==> src/rtl/bsenc_pkg.sv <==
`default_nettype none
// ----------------------------------------------------------------------------
// bsenc_pkg
// Types, constants and the header byte lookup shared by the BMP stream encoder.
// ----------------------------------------------------------------------------
package bsenc_pkg;

	localparam int unsigned CFG_WIDTH = 13;

	// Register indexes of the configuration port.
	localparam logic CFG_IMAGE_WIDTH  = 1'b0;
	localparam logic CFG_IMAGE_HEIGHT = 1'b1;

	localparam logic [31:0] HDR_BYTES      = 32'd54;
	localparam logic [31:0] INFO_BYTES     = 32'd40;
	localparam logic [31:0] PLANES         = 32'd1;
	localparam logic [31:0] BITS_PER_PIXEL = 32'd24;
	localparam logic [31:0] PELS_PER_METRE = 32'd2835;
	localparam logic [7:0]  CHAR_B         = 8'h42;
	localparam logic [7:0]  CHAR_M         = 8'h4D;

	// Byte positions in the sequence of one pixel: header, then blue, green, red.
	localparam logic [5:0] POS_HEADER = 6'd0;
	localparam logic [5:0] POS_PIXEL  = 6'd54;
	localparam logic [5:0] POS_RED    = 6'd56;

	// One classified pixel, handed from the front to the back.
	typedef struct packed {
		logic [23:0] pixel;
		logic        header;
		logic [1:0]  pad;
		logic        file_end;
	} entry_t;

	function automatic logic [7:0] le_byte(logic [31:0] v, logic [1:0] sel);
		logic [7:0] b;
		case (sel)
			2'd0: b = v[7:0];
			2'd1: b = v[15:8];
			2'd2: b = v[23:16];
			default: b = v[31:24];
		endcase
		return b;
	endfunction

	function automatic logic [7:0] hdr_byte(logic [5:0] idx, logic [31:0] fsize,
		logic [31:0] w, logic [31:0] h, logic [31:0] data);
		logic [5:0] off;
		logic [7:0] b;
		b = 8'h00;
		off = idx;
		case (idx) inside
			6'd0: b = CHAR_B;
			6'd1: b = CHAR_M;
			[6'd2:6'd5]: begin
				off = idx - 6'd2;
				b = le_byte(fsize, off[1:0]);
			end
			[6'd10:6'd13]: begin
				off = idx - 6'd10;
				b = le_byte(HDR_BYTES, off[1:0]);
			end
			[6'd14:6'd17]: begin
				off = idx - 6'd14;
				b = le_byte(INFO_BYTES, off[1:0]);
			end
			[6'd18:6'd21]: begin
				off = idx - 6'd18;
				b = le_byte(w, off[1:0]);
			end
			[6'd22:6'd25]: begin
				off = idx - 6'd22;
				b = le_byte(h, off[1:0]);
			end
			[6'd26:6'd27]: begin
				off = idx - 6'd26;
				b = le_byte(PLANES, off[1:0]);
			end
			[6'd28:6'd29]: begin
				off = idx - 6'd28;
				b = le_byte(BITS_PER_PIXEL, off[1:0]);
			end
			[6'd34:6'd37]: begin
				off = idx - 6'd34;
				b = le_byte(data, off[1:0]);
			end
			[6'd38:6'd45]: begin
				off = idx - 6'd38;
				b = le_byte(PELS_PER_METRE, off[1:0]);
			end
			default: b = 8'h00;
		endcase
		return b;
	endfunction

endpackage
`default_nettype wire

==> src/rtl/bsenc_front.sv <==
`default_nettype none
// ----------------------------------------------------------------------------
// bsenc_front
// Configuration registers, pixel position counters and per-pixel classification.
// ----------------------------------------------------------------------------
module bsenc_front
	import bsenc_pkg::*;
#(
	parameter int unsigned MAX_DIM = 4096
) (
	input  wire logic                         clk,
	input  wire logic                         arst_n,
	input  wire logic                         cfg_we,
	input  wire logic                         cfg_index,
	input  wire logic [CFG_WIDTH-1:0]         cfg_data,
	input  wire logic                         in_fire,
	input  wire logic [23:0]                  pixel_color,
	output logic      [$clog2(MAX_DIM+1)-1:0] dim_w,
	output logic      [$clog2(MAX_DIM+1)-1:0] dim_h,
	output entry_t                            entry
);

	localparam int unsigned DW = $clog2(MAX_DIM + 1);
	localparam int unsigned CW = $clog2(MAX_DIM);
	localparam int unsigned EW = (DW > CFG_WIDTH) ? DW : CFG_WIDTH;

	logic [CFG_WIDTH-1:0] width_q, height_q;
	logic [CW-1:0]        column_q, row_q;
	logic                 started_q;
	logic                 col_end, row_end;

	function automatic logic [DW-1:0] clamp_dim(logic [CFG_WIDTH-1:0] v);
		logic [EW-1:0] ext;
		logic [DW-1:0] r;
		ext = EW'(v);
		if (ext == '0) begin
			r = DW'(1);
		end else if (ext > EW'(MAX_DIM)) begin
			r = DW'(MAX_DIM);
		end else begin
			r = DW'(ext);
		end
		return r;
	endfunction

	always_ff @(posedge clk or negedge arst_n) begin
		if (!arst_n) begin
			width_q  <= CFG_WIDTH'(1);
			height_q <= CFG_WIDTH'(1);
		end else if (cfg_we) begin
			case (cfg_index)
				CFG_IMAGE_WIDTH:  width_q  <= cfg_data;
				CFG_IMAGE_HEIGHT: height_q <= cfg_data;
				default: ;
			endcase
		end
	end

	assign dim_w = clamp_dim(width_q);
	assign dim_h = clamp_dim(height_q);

	assign col_end = ((CW + 1)'(column_q) + (CW + 1)'(1)) >= (CW + 1)'(dim_w);
	assign row_end = ((CW + 1)'(row_q) + (CW + 1)'(1)) >= (CW + 1)'(dim_h);

	always_ff @(posedge clk or negedge arst_n) begin
		if (!arst_n) begin
			column_q  <= '0;
			row_q     <= '0;
			started_q <= 1'b0;
		end else if (in_fire) begin
			if (col_end) begin
				column_q <= '0;
				if (row_end) begin
					row_q     <= '0;
					started_q <= 1'b0;
				end else begin
					row_q     <= row_q + CW'(1);
					started_q <= 1'b1;
				end
			end else begin
				column_q  <= column_q + CW'(1);
				started_q <= 1'b1;
			end
		end
	end

	// Row padding up to a 4-byte stride equals the width modulo four.
	always_comb begin
		entry.pixel    = pixel_color;
		entry.header   = !started_q;
		entry.pad      = col_end ? dim_w[1:0] : 2'd0;
		entry.file_end = col_end && row_end;
	end

endmodule
`default_nettype wire

==> src/rtl/bsenc_queue.sv <==
`default_nettype none
// ----------------------------------------------------------------------------
// bsenc_queue
// Two-entry queue of classified pixels between the front and the back.
// ----------------------------------------------------------------------------
module bsenc_queue
	import bsenc_pkg::*;
(
	input  wire logic   clk,
	input  wire logic   arst_n,
	input  wire logic   push,
	input  wire entry_t push_entry,
	input  wire logic   pop,
	output logic        full,
	output logic        not_empty,
	output entry_t      head
);

	entry_t     slots_q [2];
	logic       wr_ptr_q, rd_ptr_q;
	logic [1:0] count_q;

	assign full      = (count_q == 2'd2);
	assign not_empty = (count_q != 2'd0);
	assign head      = slots_q[rd_ptr_q];

	always_ff @(posedge clk) begin
		if (push) begin
			slots_q[wr_ptr_q] <= push_entry;
		end
	end

	always_ff @(posedge clk or negedge arst_n) begin
		if (!arst_n) begin
			wr_ptr_q <= 1'b0;
			rd_ptr_q <= 1'b0;
			count_q  <= 2'd0;
		end else begin
			if (push) begin
				wr_ptr_q <= !wr_ptr_q;
			end
			if (pop) begin
				rd_ptr_q <= !rd_ptr_q;
			end
			case ({push, pop})
				2'b10:   count_q <= count_q + 2'd1;
				2'b01:   count_q <= count_q - 2'd1;
				default: count_q <= count_q;
			endcase
		end
	end

endmodule
`default_nettype wire

==> src/rtl/bsenc_back.sv <==
`default_nettype none
// ----------------------------------------------------------------------------
// bsenc_back
// Byte sequencer: header, color and padding bytes into the output register.
// ----------------------------------------------------------------------------
module bsenc_back
	import bsenc_pkg::*;
#(
	parameter int unsigned MAX_DIM = 4096
) (
	input  wire logic                         clk,
	input  wire logic                         arst_n,
	input  wire logic [$clog2(MAX_DIM+1)-1:0] dim_w,
	input  wire logic [$clog2(MAX_DIM+1)-1:0] dim_h,
	input  wire logic                         q_not_empty,
	input  wire entry_t                       q_head,
	output logic                              q_pop,
	output logic                              out_valid,
	input  wire logic                         out_stall,
	output logic      [7:0]                   data_byte,
	output logic                              run_last,
	output logic                              file_last
);

	localparam int unsigned DW = $clog2(MAX_DIM + 1);
	localparam int unsigned SW = DW + 2;
	localparam int unsigned PW = SW + DW;

	logic [SW-1:0] stride_q;
	logic [31:0]   data_size_q;
	logic [PW-1:0] product;
	logic [31:0]   total_size;

	entry_t     entry_q;
	logic       busy_q;
	logic [5:0] pos_q;
	logic [5:0] last_pos;
	logic       out_can, advance, at_last;
	logic [7:0] next_byte;

	// Sizes follow the registers; they settle well before a header byte needs them.
	assign product = PW'(stride_q) * PW'(dim_h);
	always_ff @(posedge clk) begin
		stride_q    <= SW'(dim_w) + SW'(dim_w) + SW'(dim_w) + SW'(dim_w[1:0]);
		data_size_q <= 32'(product);
	end
	assign total_size = data_size_q + HDR_BYTES;

	assign last_pos = POS_RED + {4'd0, entry_q.pad};
	assign at_last  = (pos_q == last_pos);
	assign out_can  = !out_valid || !out_stall;
	assign advance  = busy_q && out_can;
	assign q_pop    = q_not_empty && (!busy_q || (advance && at_last));

	always_comb begin
		if (pos_q < POS_PIXEL) begin
			next_byte = hdr_byte(pos_q, total_size, 32'(dim_w), 32'(dim_h), data_size_q);
		end else if (pos_q == POS_PIXEL) begin
			next_byte = entry_q.pixel[7:0];
		end else if (pos_q == POS_PIXEL + 6'd1) begin
			next_byte = entry_q.pixel[15:8];
		end else if (pos_q == POS_RED) begin
			next_byte = entry_q.pixel[23:16];
		end else begin
			next_byte = 8'h00;
		end
	end

	always_ff @(posedge clk or negedge arst_n) begin
		if (!arst_n) begin
			busy_q    <= 1'b0;
			out_valid <= 1'b0;
		end else begin
			if (q_pop) begin
				busy_q <= 1'b1;
			end else if (advance && at_last) begin
				busy_q <= 1'b0;
			end
			if (out_can) begin
				out_valid <= busy_q;
			end
		end
	end

	always_ff @(posedge clk) begin
		if (q_pop) begin
			entry_q <= q_head;
			pos_q   <= q_head.header ? POS_HEADER : POS_PIXEL;
		end else if (advance) begin
			pos_q <= pos_q + 6'd1;
		end
		if (advance) begin
			data_byte <= next_byte;
			run_last  <= at_last;
			file_last <= at_last && entry_q.file_end;
		end
	end

endmodule
`default_nettype wire

==> src/rtl/bmp24_stream_encoder.sv <==
`default_nettype none
// ----------------------------------------------------------------------------
// bmp24_stream_encoder
// Streams an uncompressed 24-bit BMP file: one pixel word in, its bytes out.
// ----------------------------------------------------------------------------
// A pixel passes the queue slot and the back's entry register before its first
// byte reaches the output register. That byte-wide register sets the rate: one
// byte per cycle unless the output stalls, three color bytes per pixel, plus 0 to 3
// padding bytes on a row's last pixel and 54 header bytes on a file's first.
// Reset clears the position counters, the queue and the output valid at once;
// both dimension registers reset to 1.
// ----------------------------------------------------------------------------
module bmp24_stream_encoder
	import bsenc_pkg::*;
#(
	parameter int unsigned MAX_DIM = 4096
) (
	input  wire logic                 clk,
	input  wire logic                 arst_n,
	// Configuration: index 0 is image_width, index 1 is image_height.
	input  wire logic                 cfg_we,
	input  wire logic                 cfg_index,
	input  wire logic [CFG_WIDTH-1:0] cfg_data,
	// Pixel input channel.
	input  wire logic                 in_valid,
	output logic                      in_stall,
	input  wire logic [23:0]          pixel_color,
	// Byte output channel.
	output logic                      out_valid,
	input  wire logic                 out_stall,
	output logic      [7:0]           data_byte,
	output logic                      run_last,
	output logic                      file_last
);

	localparam int unsigned DW = $clog2(MAX_DIM + 1);

	logic [DW-1:0] dim_w, dim_h;
	entry_t        front_entry, q_head;
	logic          in_fire, q_full, q_not_empty, q_pop;

	// The front takes a word whenever the queue has room; it never waits on
	// the output side directly, so a pixel can be classified while the back
	// is still sending the bytes of earlier pixels.
	assign in_stall = q_full;
	assign in_fire  = in_valid && !q_full;

	// The front owns the registers and the column and row counters. It decides
	// per pixel whether the header goes first, how much row padding follows,
	// and whether this pixel closes the file.
	bsenc_front #(
		.MAX_DIM(MAX_DIM)
	) u_front (
		.clk        (clk),
		.arst_n     (arst_n),
		.cfg_we     (cfg_we),
		.cfg_index  (cfg_index),
		.cfg_data   (cfg_data),
		.in_fire    (in_fire),
		.pixel_color(pixel_color),
		.dim_w      (dim_w),
		.dim_h      (dim_h),
		.entry      (front_entry)
	);

	// A two-entry queue decouples classification from byte sequencing.
	bsenc_queue u_queue (
		.clk       (clk),
		.arst_n    (arst_n),
		.push      (in_fire),
		.push_entry(front_entry),
		.pop       (q_pop),
		.full      (q_full),
		.not_empty (q_not_empty),
		.head      (q_head)
	);

	// The back walks one byte position per cycle, unless the output stalls, through
	// header, color and padding bytes, and loads the next queued pixel on the cycle
	// that the current pixel's last byte is sent, so pixels follow without a gap.
	bsenc_back #(
		.MAX_DIM(MAX_DIM)
	) u_back (
		.clk        (clk),
		.arst_n     (arst_n),
		.dim_w      (dim_w),
		.dim_h      (dim_h),
		.q_not_empty(q_not_empty),
		.q_head     (q_head),
		.q_pop      (q_pop),
		.out_valid  (out_valid),
		.out_stall  (out_stall),
		.data_byte  (data_byte),
		.run_last   (run_last),
		.file_last  (file_last)
	);

endmodule
`default_nettype wire

==> config.mk <==
export PLATFORM = sky130hd
export DESIGN_NAME = bmp24_stream_encoder
export DESIGN_NICKNAME = d
export VERILOG_FILES = /design/src/rtl/bsenc_pkg.sv /design/src/rtl/bsenc_front.sv /design/src/rtl/bsenc_queue.sv /design/src/rtl/bsenc_back.sv /design/src/rtl/bmp24_stream_encoder.sv
export SDC_FILE = /design/constraint.sdc
export NUM_CORES = 1
export LEC_CHECK = 0
export BUFFER_PORTS_ARGS = -buffer_cell sky130_fd_sc_hd__clkbuf_2
export CAP_MARGIN = 25
export CORE_MARGIN = 2
export CORE_UTILIZATION = 45
export CTS_CLUSTER_DIAMETER = 40
export DETAILED_ROUTE_END_ITERATION = 16
export PLACE_DENSITY = 0.64
export SLEW_MARGIN = 20
export SYNTH_ARGS = -nofsm -noshare
export SYNTH_HDL_FRONTEND = slang
export SYNTH_SLANG_ARGS = --single-unit
==> constraint.sdc <==
create_clock -name clk -period 9.6 [get_ports clk]
set_input_delay 1.92 -clock clk [delete_from_list [all_inputs] [get_ports clk]]
set_output_delay 1.92 -clock clk [all_outputs]
set_load 0.005 [all_outputs]
==> key figures <==
Synth
  • Syn. warnings: 0
  • Mapped Area: roughly 16000 um^2
  • Area leader, netlist: edfxtp_1
  • Mapped Cells: approximately 1500
  • Area contributors post-synth: edfxtp_1, fa_1, ha_1, dfrtp_1, dfxtp_1
  • Synth unique cells: 68
  • #FFs+latches synth: between 150 and 200
  • Net Count, Synth: between 1500 and 2000
  • Syn avg cell area: around 10 um^2
  • Post-synth top cells: inv_1, nand2_1, ha_1
  • Synth async-reset ratio: 29.23%
  • Ys flop type: edfxtp_1
  • Post-synth EDFFs: 99
  • Seq/Total Area, Yosys: roughly a third
  • Synth top area share: around a fifth
  • Top-count cell post-synth: inv_1

Setup path
  • R2r startpoint: u_front.height_q[12]
  • CP Class: reg2reg
  • Worst path slowest cell: nor2b_2
  • Most Frequent Cell on Critical Path: fa_1
  • Setup crit end kind: flop
  • Flop2flop setup slack: around 3100 ps
  • CP delay by family, top: adder cells
  • End of the worst register-to-register path: u_back.data_size_q[27]
  • Setup crit start: u_front.height_q[12]
  • Required time worst endpoint: 9920 ps
  • Crit path depth: 19
  • Startpoint Class: flop
  • WP buf/inv: 3
  • Largest stage delay on the critical path: 870 ps
  • Worst-path fanout max: 28
  • Reg2Reg Depth: 19
  • Crit path DAT: ~7000 ps
  • Crit-path cells: nor2b_2, nand2_1, fa_1, fa_1, inv_1, fa_1, inv_1, fa_1, fa_1, inv_1, ha_1, o211ai_1, o21a_1, a21oi_1, o21ai_1, o41ai_2, a211o_1, a21oi_1, xnor2_1

Die
  • Die H: roughly 190 um
  • Effective utilization at floorplan: 45.29%
  • Site row count: 68
  • Core area: 34290 um^2
  • Die area: 36010 um^2
  • Io pins: 55
  • Die Width: approximately 190 um

Clocking
  • # hold bufs at CTS: 0
  • TritonCTS clock tree: yes
  • Clk Tree Root Cell: clkbuf_16
  • Sink Count: a little under 200
  • Clk slew on worst S/H paths: 80 ps
  • Post_cts resized: 0
  • Max Root-Sink Buffers: 2
  • Depth of the CTS H-tree: 4
  • Number of CTS-inserted buffers: 17
  • Clock Latency Late Sink: approximately 440 ps
  • Postcts setup bufs: 0

STA
  • Clk_skew: around 9 ps
  • Worst rel slew slack: between 30% and 40%
  • Final Hold Viols: 0
  • Final Setup Violations: 0
  • RSZ-0062 raised after global routing: no
  • Fin crit period: 6501 ps
  • Pins Over Slew Limit: 0
  • Sum of negative setup slack: 0 ps
  • Fmax: between 0.15 and 0.2 GHz
  • Final Worst Setup Slack: between 3000 and 4000 ps
  • Final Cycle Share: between 60 and 70%
  • Worst-Margin Slew: slightly above 900 ps

Placed design
  • Detailed placement HPWL: about 27000 um
  • Pre-CTS WS: 3135 ps
  • Area after DPL: 16300 um^2
  • Input/output buffers: between 50 and 60
  • Global placer's final weighted congestion: 0.8767

GRT
  • Initial antenna violation count: 0
  • Total gr overflow: 0
  • Vias in the first global route: roughly 11000
  • Total track usage: 20.87%
  • First-pass GRT wire length: just under 60000 um
  • Largest net degree at the start of global routing: between 50 and 60

Pwr
  • Clk pwr share: a little over an eighth
  • Power per cell area: 340.6 nW/um^2
  • Switching part of the total power: a little under half
  • Combinational Power Share: around three fifths
  • Worst IR Drop VDD: 0.2981 mV
  • Sequential power share: 25.0%
  • Internal power: about 3 mW
  • NetSw: approximately 2.7 mW
  • Leakage: about 7.7 nW

Hold path
  • Worst hold endpoint: u_front.started_q
  • HP Class: reg2reg
  • Hold Crit Depth: 2
  • Hold Crit Start: u_front.started_q

Detailed routing
  • WL met2: between 15000 and 20000 um
  • Final ANT Viol Nets: 0
  • WL met1: approximately 16000 um
  • Met3 WL post-DR: ~2000 um
  • First-pass detailed-route iteration total: 5
  • Total number of vias: 11118
  • Uppermost routed layer: met4
  • Vias per cell: between 5 and 6
  • Number of remaining DRC errors: 0
  • WL/cell: between 15 and 20 um
  • Initial DRC count: approximately 900
  • Final WL: roughly 36000 um

Layout
  • Ant diodes: 0
  • Layout cells sized above 1: approximately an eighth
  • Growth of design area from synthesis to finish: 9.098%
  • Fin nets: 1859
  • Final std cell area, no fill: around 17000 um^2

Outcome
  • Outcome: finished, final reports clean

Flow run
  • Max Cap Violations: 0
-- sequential cells by signal, summed over array words and instances, names as in the netlist --
signal / count
u_queue.slots_q: 56
u_back.entry_q: 27
u_back.data_size_q: 26
u_back.stride_q: 13
u_front.height_q: 13
u_front.width_q: 13
u_front.column_q: 12
u_front.row_q: 12
u_back.data_byte: 8
u_back.pos_q: 6
u_queue.count_q: 2
u_back.busy_q: 1
u_back.file_last: 1
u_back.out_valid: 1
u_back.run_last: 1
u_front.started_q: 1
u_queue.rd_ptr_q: 1
u_queue.wr_ptr_q: 1
-- how the worst max path moves through the flow --
stage,end
2_1_floorplan,u_back.data_size_q[27]
3_3_place_gp,u_back.data_size_q[26]
3_5_place_dp,u_back.data_size_q[27]
4_1_cts,u_back.data_size_q[27]
5_1_grt,u_back.data_size_q[27]
6_report,u_back.data_size_q[27]
-- worst reg2reg max path, delay by kind of cell (launching register included) --
kind / cells / cell delay (ps)
XOR/XNOR: 1 / 120
buffers and inverters: 3 / 150
AND/OR/NAND/NOR: 2 / 1080
adder cells (fa/ha/maj): 6 / 2870
AO/OA/AOI/OAI: 7 / 1440
flip-flops: 1 / 730
-- power by group through the flow --
stage                     Sequential [mW]  Combinational, mW  Clock, mW
after floorplan                      1.26               2.91          0
after global placement               1.45               3.54          0
after detailed placement             1.45               3.57          0
after CTS                            1.44               3.62      0.772
after global routing                 1.47               4.19      0.803
final                                1.44               3.57      0.754
-- kinds of logic after synthesis --
group,Yosys count,share of synthesized area [%]
buf+inv,260,6.325
xor+xnor,86,4.851
compound gates,230,10.28
flops,195,33.38
mux,62,4.472
simple gates,444,14.49
fa+ha+maj,252,26.20
-- stage by stage --
step                      util [%]  hold slack, ps  power [mW]  instances
after detailed placement     47.53           477.0       5.028       1999
after global routing         49.41           537.2       6.457       2032
after global placement       47.52           465.1       4.989       1999
after CTS                    49.38           506.1       5.828       2031
final                        49.41           497.7       5.770       2032
after floorplan                  -           449.8       4.172       1529
-- placed cells by master, fill, tap and decap left out, types with 10 or more instances in the layout --
master / instances
and3_1: 20
a21oi_1: 48
a221oi_1: 13
nor3_1: 16
nor2b_1: 25
xor2_1: 36
a221o_1: 10
edfxtp_1: 99
a31oi_1: 10
buf_4: 21
fa_1: 122
nor2_1: 47
nand2_1: 161
o21ai_0: 41
a21o_1: 19
and2_1: 94
mux2_2: 59
xnor2_1: 50
inv_1: 201
clkbuf_2: 54
nand2b_1: 10
clkbuf_16: 17
ha_1: 130
dfrtp_1: 55
dfxtp_1: 39
nand3_1: 34
-- layout make-up --
| cell class | count | area (um^2) |
|---|---|---|
| fillers | 3158 | 17350 |
| multi-input cells | 1074 | 9370 |
| flip-flops and latches | 195 | 5182 |
| inverters | 201 | 754.5 |
| well taps | 455 | 569.3 |
| clock buffers | 18 | 439.2 |
| repair buffers | 75 | 427.9 |
| clock inverters | 14 | 196.4 |
-- per-layer routing --
metal  track usage, %  vias to the layer above
li1                 -                     5249
met1            29.36                     5513
met2            33.83                      315
met3            3.099                       41
met4            5.605                        0
met5                0                        -
Note: power is estimated with default switching activity, not from simulation.
